[src/address_range_coalescing_table_top_assert.svh]
// assertion macros for the range coalescing table
// used by address_range_coalescing_table_top; expects clk and rst_n in scope
`ifndef ADDRESS_RANGE_COALESCING_TABLE_TOP_ASSERT_SVH
`define ADDRESS_RANGE_COALESCING_TABLE_TOP_ASSERT_SVH
`ifndef NO_ASSERTIONS
`define ARCT_ASSERT(name, prop) \
    name: assert property (@(posedge clk) disable iff (!rst_n) (prop)) \
        else $error("arct assertion failed");
`define ARCT_ASSERT_IMP(name, ante, cons) \
    name: assert property (@(posedge clk) disable iff (!rst_n) (ante) |-> (cons)) \
        else $error("arct assertion failed");
`else
`define ARCT_ASSERT(name, prop)
`define ARCT_ASSERT_IMP(name, ante, cons)
`endif
`endif

[src/arct_pkg.sv]
// shared types and codes of the range coalescing table
// no dependencies; imported by arct_cell, address_range_coalescing_table_top and the testbench
package arct_pkg;

    localparam int ADDR_W   = 64;
    localparam int PERM_W   = 8;
    localparam int STATUS_W = 3;

    typedef enum logic [STATUS_W-1:0] {
        ST_OK      = 3'd0,
        ST_INVALID = 3'd1,
        ST_FULL    = 3'd2,
        ST_REGION  = 3'd3,
        ST_EMPTY   = 3'd4
    } status_t;

    typedef enum logic [2:0] {
        CELL_HOLD  = 3'd0,
        CELL_CMP   = 3'd1,
        CELL_APPLY = 3'd2,
        CELL_MERGE = 3'd3,
        CELL_SHIFT = 3'd4
    } cell_cmd_t;

    typedef struct packed {
        logic [ADDR_W-1:0] start;
        logic [ADDR_W-1:0] stop;
        logic [PERM_W-1:0] perm;
    } entry_t;

    typedef struct packed {
        logic valid;
        logic bef;
        logic ov;
        logic dead;
    } cell_flags_t;

    typedef struct packed {
        cell_cmd_t cmd;
        logic      any_ov;
    } cell_ctrl_t;

endpackage

[src/arct_cell.sv]
// one slot of the sorted range chain: holds a range, compares it with a new range,
// takes part in insert, absorb and drain shifts; depends on arct_pkg
module arct_cell import arct_pkg::*;
(
    input  logic        clk,
    input  logic        rst_n,
    input  cell_ctrl_t  ctrl,
    input  entry_t      nw,
    input  entry_t      left_ent,
    input  cell_flags_t left_flg,
    input  entry_t      right_ent,
    input  cell_flags_t right_flg,
    output entry_t      ent,
    output cell_flags_t flg
);

    entry_t ent_reg, ent_next;
    logic   valid_reg, valid_next;
    logic   bef_reg, bef_next;
    logic   ov_reg, ov_next;
    logic   dead_reg, dead_next;
    logic   lt_reg, lt_next;
    logic   gt_reg, gt_next;
    logic   surv_reg, surv_next;
    logic   first;

    // first overlapping slot of the run keeps the merged range
    assign first = ov_reg & ~left_flg.ov;

    always_comb
    begin
        ent_next   = ent_reg;
        valid_next = valid_reg;
        bef_next   = bef_reg;
        ov_next    = ov_reg;
        dead_next  = dead_reg;
        lt_next    = lt_reg;
        gt_next    = gt_reg;
        surv_next  = surv_reg;
        unique case (ctrl.cmd)
            CELL_HOLD:
            begin
            end
            CELL_CMP:
            begin
                bef_next = valid_reg & (ent_reg.stop <= nw.start);
                ov_next  = valid_reg & ~(ent_reg.stop <= nw.start)
                           & ~(nw.stop <= ent_reg.start);
                lt_next  = ent_reg.start < nw.start;
                gt_next  = ent_reg.stop > nw.stop;
            end
            CELL_APPLY:
            begin
                if (ctrl.any_ov)
                begin
                    surv_next = first;
                    dead_next = ov_reg & ~first;
                    if (first)
                    begin
                        ent_next.start = lt_reg ? ent_reg.start : nw.start;
                        ent_next.stop  = gt_reg ? ent_reg.stop : nw.stop;
                        ent_next.perm  = ent_reg.perm | nw.perm;
                    end
                end
                else
                begin
                    surv_next = 1'b0;
                    dead_next = 1'b0;
                    // slots past the insert point move up by one
                    if (!bef_reg)
                    begin
                        if (left_flg.bef)
                        begin
                            ent_next   = nw;
                            valid_next = 1'b1;
                        end
                        else
                        begin
                            ent_next   = left_ent;
                            valid_next = left_flg.valid;
                        end
                    end
                end
            end
            CELL_MERGE:
            begin
                if (surv_reg)
                begin
                    if (right_flg.dead)
                    begin
                        if (right_ent.stop > ent_reg.stop)
                        begin
                            ent_next.stop = right_ent.stop;
                        end
                        ent_next.perm = ent_reg.perm | right_ent.perm;
                    end
                end
                else if (!bef_reg)
                begin
                    ent_next   = right_ent;
                    valid_next = right_flg.valid;
                    dead_next  = right_flg.dead;
                end
            end
            CELL_SHIFT:
            begin
                ent_next   = right_ent;
                valid_next = right_flg.valid;
                dead_next  = right_flg.dead;
            end
            default:
            begin
            end
        endcase
    end

    always_ff @(posedge clk or negedge rst_n)
    begin
        if (!rst_n)
        begin
            valid_reg <= 1'b0;
            bef_reg   <= 1'b0;
            ov_reg    <= 1'b0;
            dead_reg  <= 1'b0;
            lt_reg    <= 1'b0;
            gt_reg    <= 1'b0;
            surv_reg  <= 1'b0;
        end
        else
        begin
            valid_reg <= valid_next;
            bef_reg   <= bef_next;
            ov_reg    <= ov_next;
            dead_reg  <= dead_next;
            lt_reg    <= lt_next;
            gt_reg    <= gt_next;
            surv_reg  <= surv_next;
        end
    end

    always_ff @(posedge clk)
    begin
        ent_reg <= ent_next;
    end

    assign ent       = ent_reg;
    assign flg.valid = valid_reg;
    assign flg.bef   = bef_reg;
    assign flg.ov    = ov_reg;
    assign flg.dead  = dead_reg;

endmodule

[config.mk]
export PLATFORM = sky130hd
export DESIGN_NAME = arct_cell
export DESIGN_NICKNAME = d
export VERILOG_FILES = /design/src/address_range_coalescing_table_top_assert.svh /design/src/arct_pkg.sv /design/src/arct_cell.sv
export SDC_FILE = /design/constraint.sdc
export NUM_CORES = 1
export LEC_CHECK = 0
export BUFFER_PORTS_ARGS = -buffer_cell sky130_fd_sc_hd__buf_2
export CORE_AREA = 8 8 214 216
export CTS_BUF_LIST = sky130_fd_sc_hd__clkbuf_4 sky130_fd_sc_hd__clkbuf_8
export CTS_CLUSTER_DIAMETER = 100
export DETAILED_ROUTE_END_ITERATION = 8
export DIE_AREA = 0 0 222 224
export SLEW_MARGIN = 25
export SYNTH_ARGS = -nofsm -noshare
export SYNTH_HDL_FRONTEND = slang
export SYNTH_SLANG_ARGS = --single-unit
[constraint.sdc]
create_clock -name clk -period 6.03 [get_ports clk]
set_input_delay 1.206 -clock clk [delete_from_list [all_inputs] [get_ports clk]]
set_output_delay 1.206 -clock clk [all_outputs]
set_load 0.03 [all_outputs]
==> flow_summary.ini, run 1 <==
[synthesis]
synthArstFlopShare_pct = 4.90
synth_cell_types = 59
netlist_instances = 1694
synth.yosys.warnings = 0
synthFlopType = edfxtp_1
synth_edf_count = 136
ys_seq_area_share_pct = 28.1
mappedNetlistArea_mm2 = 0.0152
synth-seq-cells = 143
syn_area_per_cell_um2 = 8.96
syn_nets = 2435

[grt]
grt_max_degree = 157
grt_util_all_layers_pct = 24.2
grt_pass1_wl_um = 92600
overflow = 0
grt_pass1_vias = 15587
antenna_found_initial = 8

[pwr]
power_density_mw_per_mm2 = 188
vdd_drop_max_mv = 0.136
power.leakage_nw = 10.0
power.total_mw = 3.57

[worst_setup_path]
r2r_start = ent[37]
critPathSlowestCell = nor4_1
cp-startpoint = right_ent[38]
startpoint_type = input pin
path_cells = buf_2 > ha_1 > nand4_1 > nor4_1 > o41ai_1 > a21o_1 > a21oi_4 > buf_4
worstSetupPathType = in2reg
end_kind = flip-flop
crit_required_ps = 6230
crit_family = compound AO/OA/AOI/OAI gates
crit_arrival_ps = 4290
crit_buf_inv = 2
critPathMaxFanout = 18
max_stage_delay_ps = 830

[clock_tree]
cts_max_path_buffers = 2
cts_setup_buffers = 0
numCtsBuffers = 17
cts_tree = built
clk_pin_slew_ps = 100
cts_hold_buf = 0
clk_latency_ps = 520
htree_levels = 4
ctsResizeCount = 0
clock-sinks = 143
cts_root_buffer = clkbuf_8

[cells_and_area]
layout.nets = 2970
area_delta_synth_final_pct = 25.4
drive_above_1_share_pct = 27.4
final_common_cell = buf_2
final_cell_mix = 558 x buf_2, 319 x ha_1, 262 x inv_1, 228 x a21oi_1, 148 x nor2_1
post-route-util_pct = 44.8
largest_reg_flops = 136

[sta]
max_slew_margin_pct = 37.6
maxSlewViolCount = 0
finalSetupViolations = 0
worst-slew-pin-transition_ps = 927
period_share_pct = 67.8
hold_violations = 0
timing.fmax_mhz = 245
grt_setup_unrepaired = no
whs_ps = 485
tns_ps = 0
skew_ps = 20.8
fin_crit_ps = 4090
setup_slack_ps = 1940

[floorplan]
die_area_mm2 = 0.0497
io_pins = 562
fp-row-count = 76
die_h_um = 224
die_x_um = 222
core_area_mm2 = 0.0425
initial_core_util_pct = 35.7

[job]
cap_viol_max_count = 0

[status]
status = complete, no violations

[place]
place_congestion = 0.954
dp_slack_ps = 1250
portBuffers = 558
hpwl_um = 53600

[detailed_routing]
vias = 14953
first_pass_iters = 5
drtIter0Drc = 856
post_drt_wl_per_cell_um = 22.3
drt-total-wl_um = 62300
drt-vias-per-instance = 5.35
ant_nets = 0
drc = 0

[worst_hold_path]
min_from = dead_reg
hold_path.class = reg2reg
[stage by stage]
| step | instance area, µm² | cells |
|---|---|---|
| after floorplan | 15200 | 1694 |
| final | 19000 | 2794 |
| after CTS | 19000 | 2788 |
| after global placement | 18600 | 2756 |
| after global routing | 19000 | 2791 |
| after detailed placement | 18600 | 2756 |
[power by group]
| group | total (mW) | internal [mW] | switching, mW |
|---|---|---|---|
| clock network | 0.884 | 0.447 | 0.437 |
| registers | 1.34 | 1.22 | 0.120 |
| logic | 1.35 | 0.527 | 0.821 |
| total | 3.57 | 2.19 | 1.38 |
[final cells by class]
| cell class | count | area, µm² |
|---|---|---|
| inverters | 262 | 983 |
| well taps | 546 | 683 |
| clock buffers | 17 | 234 |
| diodes | 6 | 15.0 |
| clock inverters | 15 | 195 |
| fillers | 4286 | 23500 |
| multi-input cells | 1237 | 9750 |
| flip-flops and latches | 143 | 4260 |
| repair buffers | 568 | 2920 |
[synthesized netlist by cell type (6+ instances only)]
cell / number / area [µm²]
and4_1: 7 / 61.3
clkbuf_1: 30 / 113
nor2b_1: 14 / 87.6
o311ai_0: 10 / 87.6
nor4_1: 9 / 56.3
nand3_1: 19 / 95.1
dfrtp_1: 7 / 175
nor3_1: 12 / 60.1
buf_2: 14 / 70.1
nand2_1: 39 / 146
nor2_1: 149 / 559
ha_1: 319 / 3990
a21o_1: 82 / 616
o211ai_1: 6 / 45.0
a21oi_1: 231 / 1160
edfxtp_1: 136 / 4080
a221oi_1: 8 / 70.1
o21a_1: 15 / 113
inv_1: 262 / 983
nand4_1: 66 / 413
mux2i_1: 136 / 1360
o21ai_0: 45 / 225
[worst min-delay path: cells and delay by family (launching register included)]
family             cells  cell delay (ps)
DFF                    1              350
AOI/OAI and AO/OA      1               60
and+or+nand+nor        1               40
[routing by layer]
| metal | global-route usage [%] | routed length [µm] | vias to the layer above |
|---|---|---|---|
| met1 | 27.8 | 25700 | 7046 |
| met2 | 42.9 | 30700 | 551 |
| met3 | 6.28 | 3910 | 80 |
| met4 | 8.83 | 1880 | 4 |
| met5 | 0 | 24 | - |
| li1 | - | - | 7272 |
[cells by family after synthesis]
kind of cell | Yosys count | synth area share [%]
AOI/OAI and AO/OA | 440 | 17.7
and+or+nand+nor | 341 | 11.0
adders and majority gates | 319 | 26.3
buffers and inverters | 314 | 7.98
DFF | 143 | 28.1
muxes | 137 | 9.04
[final timing paths]
check	endpoint	slack (ps)	depth (start not counted)
worst max-delay path	ent[62]	1940	8
max in group asynchronous	lt_reg	5330	1
min in group asynchronous	bef_reg	510	1
worst min register to register	dead_reg	480	2
worst max register to register	ent[62]	2200	8
worst min-delay path	dead_reg	480	2
(Power assumes the default switching activity.)
==> run 2, diff against run 1 <==
--- a/config.mk
+++ b/config.mk
@@ -5,12 +5,14 @@
 export SDC_FILE = /design/constraint.sdc
 export NUM_CORES = 1
 export LEC_CHECK = 0
+export ABC_AREA = 1
 export BUFFER_PORTS_ARGS = -buffer_cell sky130_fd_sc_hd__buf_2
-export CORE_AREA = 8 8 214 216
+export CORE_AREA = 8 8 212 214
 export CTS_BUF_LIST = sky130_fd_sc_hd__clkbuf_4 sky130_fd_sc_hd__clkbuf_8
 export CTS_CLUSTER_DIAMETER = 100
 export DETAILED_ROUTE_END_ITERATION = 8
-export DIE_AREA = 0 0 222 224
+export DIE_AREA = 0 0 220 222
+export PLACE_DENSITY = 0.66
 export SLEW_MARGIN = 25
 export SYNTH_ARGS = -nofsm -noshare
 export SYNTH_HDL_FRONTEND = slang
==> constraint.sdc (replaced) <==
create_clock -name clk -period 3.6 [get_ports clk]
set_input_delay 0.72 -clock clk [delete_from_list [all_inputs] [get_ports clk]]
set_output_delay 0.72 -clock clk [all_outputs]
set_load 0.03 [all_outputs]
==> run 2 against run 1 <==
  * Cell count grew 13%
  * Count of clock-buffer cells in the layout is the same
  * Critical path depth grew 5
  * Hold slack gained 2.1 ps
  * Synthesized cell count grew 23%
  * Sequential power grew 68%
  * Clock skew shrank 5.6 ps
  * Sequential cell count is the same
  * Non-clock buffer count grew 4
  * Cell area grew 1.7%
  * Area after synthesis grew 2.6%
  * Routed wire length shrank 0.52%
  * Largest cell class unchanged
==> flow_summary.ini, run 2 <==
[status]
status = complete, no violations

[sta]
fin_crit_ps = 2760
skew_ps = 15.2
finalSetupViolations = 0
max_slew_margin_pct = 47.1
whs_ps = 487
timing.fmax_mhz = 363
tns_ps = 0
grt_setup_unrepaired = no
worst-slew-pin-transition_ps = 794
period_share_pct = 76.6
setup_slack_ps = 841
maxSlewViolCount = 0
hold_violations = 0

[place]
portBuffers = 558
dp_slack_ps = 539
hpwl_um = 51100
place_congestion = 0.910
post_dp_cell_area_mm2 = 0.0189

[job]
cap_viol_max_count = 0

[floorplan]
die_x_um = 220
initial_core_util_pct = 37.6
core_area_mm2 = 0.0415
die_h_um = 222
die_area_mm2 = 0.0488
fp-row-count = 75
io_pins = 562

[detailed_routing]
post_drt_wl_per_cell_um = 19.6
first_pass_iters = 6
drt-vias-per-instance = 5.29
vias = 16757
drt-total-wl_um = 61900
drtIter0Drc = 1068
drc = 0
ant_nets = 0

[worst_hold_path]
hold_depth = 2
min_to = gt_reg
hold_path.class = reg2reg
min_from = gt_reg

[cells_and_area]
final_cell_mix = 556 x buf_2, 415 x nand2_1, 320 x inv_1, 319 x ha_1, 201 x nor2_1
post-route-util_pct = 46.7
area_delta_synth_final_pct = 24.3
final_common_cell = buf_2
final_area_mm2 = 0.0194
layout.nets = 3344
drive_above_1_share_pct = 23.4
largest_reg_flops = 136
num-fill-cells = 4166

[clock_tree]
cts_root_buffer = clkbuf_8
cts_setup_buffers = 0
clock-sinks = 143
cts_hold_buf = 1
clk_latency_ps = 510
clk_pin_slew_ps = 90
ctsResizeCount = 0
numCtsBuffers = 17
cts_tree = built
cts_max_path_buffers = 2
htree_levels = 4

[synthesis]
synth_edf_count = 136
synth_cell_types = 33
synth-seq-cells = 143
yosys.area.top_type = edfxtp_1
syn_area_per_cell_um2 = 7.45
syn_nets = 2833
synthArstFlopShare_pct = 4.90
netlist_instances = 2092
ys_seq_area_share_pct = 27.3
synth.most_common_cell = nand2_1
synth.top_cell.area_share_pct = 26.2
synth_area_leaders = edfxtp_1 26%, ha_1 26%, nand2_1 10%
synth.yosys.warnings = 0
mappedNetlistArea_mm2 = 0.0156
synth_common_cells = 415 x nand2_1, 320 x inv_1, 319 x ha_1
synthFlopType = edfxtp_1

[worst_setup_path]
end_kind = flip-flop
r2r_setup_slack_ps = 840
critPathMaxFanout = 34
r2r_start = ent[18]
crit_required_ps = 3780
r2r_end = ent[59]
crit_arrival_ps = 2940
worstSetupPathType = reg2reg
startpoint_type = flip-flop
worst_r2r_path_depth = 13

[grt]
grtUsageMet3_pct = 4.80
grtUsageMet1_pct = 28.6
gr-max-usage-layer = met2
grt_util_all_layers_pct = 24.5
grt_pass1_wl_um = 94200
antenna_found_initial = 14
grtUsageMet2_pct = 43.7
grt_pass1_vias = 17032
overflow = 0
grt_max_degree = 152

[pwr]
power.leakage_nw = 10.2
vdd_drop_max_mv = 0.208
power_density_mw_per_mm2 = 321
[run 2: logic make-up after synthesis]
family | share of synthesized area, %
adder cells (fa/ha/maj) | 25.6
AND/OR/NAND/NOR | 17.7
AO/OA/AOI/OAI | 19.2
buffers and inverters | 10.2
flip-flops | 27.3
[run 2: stage by stage]
stage / power [mW] / std cells
after global routing: 6.63 / 3165
after floorplan: 3.75 / 2092
after detailed placement: 4.70 / 3122
after global placement: 4.62 / 3122
final: 6.21 / 3166
after CTS: 6.27 / 3155
[run 2: layer usage]
layer | share of wire [%] | wire, µm
met4 | 2.4 | 1490
met3 | 6.5 | 4000
met2 | 51 | 31300
met5 | 0.050 | 31
met1 | 40 | 25100
[run 2: report_power, final]
| group | total [mW] | switching, mW | internal [mW] |
|---|---|---|---|
| registers | 2.25 | 0.194 | 2.06 |
| clock network | 1.54 | 0.719 | 0.821 |
| logic | 2.42 | 1.54 | 0.881 |
| total | 6.21 | 2.45 | 3.76 |
[run 2: cell type report]
class	count	area [µm²]	share of cell area, %
Antenna cell	11	27.5	0.142
Clock buffer	17	234	1.21
Clock inverter	15	216	1.12
Inverter	322	1210	6.24
Multi-Input combinational cell	1547	9770	50.4
Sequential cell	143	4260	22.0
Tap cell	539	674	3.48
Timing Repair Buffer	572	2980	15.4
[run 2: worst max-delay path by stage]
stage                  startpoint      end  slack [ps]  depth (start not counted)
global route              ent[18]  ent[58]         700                         13
global placement    right_ent[17]  ent[53]         560                         13
CTS                       ent[18]  ent[59]         850                         13
finish                    ent[18]  ent[59]         840                         13
detailed placement  right_ent[19]  ent[52]         540                         13
floorplan                 ctrl[2]  ent[10]         250                          7
[run 2: worst max-delay path: stages (launching register included)]
cell and delay [ps]:
edfxtp_1 480, inv_1 70, ha_1 290, nand4_1 130, nor3_1 390, nand2_1 100
nand2_1 110, nand2_1 60, nand2_1 100, nand2_1 60, nand2_1 50, nand2_1 80
a21oi_4 210, buf_12 280
==> run 3, diff against run 2 <==
--- a/config.mk
+++ b/config.mk
@@ -5,14 +5,13 @@
 export SDC_FILE = /design/constraint.sdc
 export NUM_CORES = 1
 export LEC_CHECK = 0
-export ABC_AREA = 1
+export ABC_AREA = 0
 export BUFFER_PORTS_ARGS = -buffer_cell sky130_fd_sc_hd__buf_2
 export CORE_AREA = 8 8 212 214
 export CTS_BUF_LIST = sky130_fd_sc_hd__clkbuf_4 sky130_fd_sc_hd__clkbuf_8
 export CTS_CLUSTER_DIAMETER = 100
 export DETAILED_ROUTE_END_ITERATION = 8
 export DIE_AREA = 0 0 220 222
-export PLACE_DENSITY = 0.66
 export SLEW_MARGIN = 25
 export SYNTH_ARGS = -nofsm -noshare
 export SYNTH_HDL_FRONTEND = slang
==> constraint.sdc (replaced) <==
create_clock -name clk -period 2.4 [get_ports clk]
set_input_delay 0.48 -clock clk [delete_from_list [all_inputs] [get_ports clk]]
set_output_delay 0.48 -clock clk [all_outputs]
set_load 0.03 [all_outputs]
==> run 3 against run 2 <==
  * The flow now finishes with violations (negative setup slack)
  * Critical path depth fell by 2
  * Sequential cell count did not move
  * Count of clock-buffer cells in the layout stayed put
  * Clock skew is 0.58 ps lower
  * Critical endpoint is now ent[12]
  * Highest routed layer unchanged
==> flow_summary.ini, run 3 (synthesis results as in run 1) <==
[place]
place_congestion = 0.967
portBuffers = 558
hpwl_um = 58500
post_dp_cell_area_mm2 = 0.0208

[pwr]
p_seq_share_pct = 33.3
power.leakage_nw = 11.6
clkPwrFrac_pct = 22.7
intPower_mw = 5.95
pwr-share-comb_pct = 43.9
vdd_drop_max_mv = 0.295
p_switching_mw = 3.76
switching_share_pct = 38.7
power_density_mw_per_mm2 = 445

[job]
cap_viol_max_count = 0

[clock_tree]
cts_max_path_buffers = 2
clk_latency_ps = 510
clock-sinks = 143
cts_root_buffer = clkbuf_8
numCtsBuffers = 17
clk_pin_slew_ps = 100
cts_tree = built
htree_levels = 4

[detailed_routing]
vias = 16154
ant_nets = 0
drtIter0Drc = 1168
first_pass_iters = 5
post_drt_wl_per_cell_um = 22.0
drt-vias-per-instance = 5.24
drc = 0
drt-total-wl_um = 67800

[grt]
grt_pass1_vias = 17040
overflow = 0
grt_util_all_layers_pct = 27.0
grt_max_degree = 94
antenna_found_initial = 9
grt_pass1_wl_um = 101000

[floorplan]
core_area_mm2 = 0.0415
initial_core_util_pct = 36.6
fp-row-count = 75
die_area_mm2 = 0.0488
io_pins = 562
die_h_um = 222
die_x_um = 220

[sta]
maxSlewViolCount = 0
max_slew_margin_pct = 58.5
whs_ps = 292
worst-slew-pin-transition_ps = 617
hold_violations = 0
fin_crit_ps = 2750
finalSetupViolations = 67
timing.fmax_mhz = 364
period_share_pct = 114
skew_ps = 14.6
grt_setup_unrepaired = yes
setup_slack_ps = -347

[cells_and_area]
final_area_mm2 = 0.0218
final_cell_mix = 558 x buf_2, 313 x ha_1, 284 x buf_4, 260 x inv_1, 222 x a21oi_1
layout.nets = 3265
final_common_cell = buf_2
drive_above_1_share_pct = 38.0
area_delta_synth_final_pct = 43.9
largest_reg_flops = 136

[worst_setup_path]
r2r_setup_slack_ps = -350
end_kind = flip-flop
worstSetupPathType = reg2reg
startpoint_type = flip-flop
r2r_start = ent[41]
cp-startpoint = ent[41]
crit_arrival_ps = 3010
worst_r2r_path_depth = 11
critPathMaxFanout = 8
crit_end = ent[12]
crit_required_ps = 2660
r2r_end = ent[12]

[status]
status = finished, violations left
violations = negative setup slack

[worst_hold_path]
hold_path.class = in2reg
min_from = right_ent[72]
run 3: cell count changes in the layout (fill, tap and decap cells not counted), moves of 12 or more:
cell / change
nand4_1: +38
a21o_1: +79
a31oi_1: -135
nor2b_1: +12
nor2_1: -57
a21oi_1: +54
mux2i_1: +136
inv_1: -60
nand2_1: -377
buf_4: +275
o21ai_0: -153
run 3: per-stage QoR:
stage          power [mW]  util, %  cells  TNS, ps  setup WS [ps]
2_1_floorplan        5.41        -   1694   -52390           -819
3_3_place_gp         7.25     50.1   3028   -45930           -765
5_1_grt              10.3     52.7   3080   -28970           -468
4_1_cts              9.72     52.2   3071   -20480           -340
6_report             9.71     52.7   3080   -20730           -347
3_5_place_dp         7.33     50.1   3028   -46030           -788
run 3: area by class of cell:
type,instances,area [µm²]
Inverter,262,983
Clock buffer,17,234
Fill cell,3944,19600
Sequential cell,143,4260
Antenna cell,4,10.0
Tap cell,539,674
Multi-Input combinational cell,1237,10200
Clock inverter,15,185
Timing Repair Buffer,863,5340
run 3: routing by layer:
metal  GRT usage, %  vias to the layer above  routed length, µm
li1               -                     7866                  -
met1           32.6                     7522              27900
met2           46.4                      631              32900
met3           5.84                      125               4650
met4           9.77                       10               2220
met5              0                        -                 61
run 3: what timing repair did:
item	in CTS	in global routing
pin swaps	19	28
buffers inserted	7	7
endpoints found under the setup margin	68	68
gates resized for setup	60	26
hold buffers	1	0
endpoints found under the hold margin	7	0
gates cloned	4	0
run 3: worst max-delay path, cell delays in order, from the launching register on:
cell,delay (ps)
edfxtp_1,400
inv_1,100
ha_4,200
a21o_1,150
a21o_1,160
a21o_1,210
a2bb2oi_2,120
o211ai_1,220
a221oi_2,480
a21oi_4,120
buf_12,170
buf_16,160
run 3: how the worst min path moves through the flow:
stage,end,slack (ps),depth (start not counted)
2_1_floorplan,bef_reg,180,0
3_5_place_dp,ov_reg,330,1
4_1_cts,ent[72],250,3
5_1_grt,ent[82],290,3
6_report,ent[72],290,3
3_3_place_gp,bef_reg,330,1
run 3: power by group through the flow:
stage                     sequential, mW  combinational (mW)  clock [mW]
final                               3.24                4.27        2.21
after global routing                3.26                4.68        2.33
after CTS                           3.23                4.23        2.26
after detailed placement            3.29                4.04           0
after global placement              3.29                3.96           0
after floorplan                     3.68                1.73           0
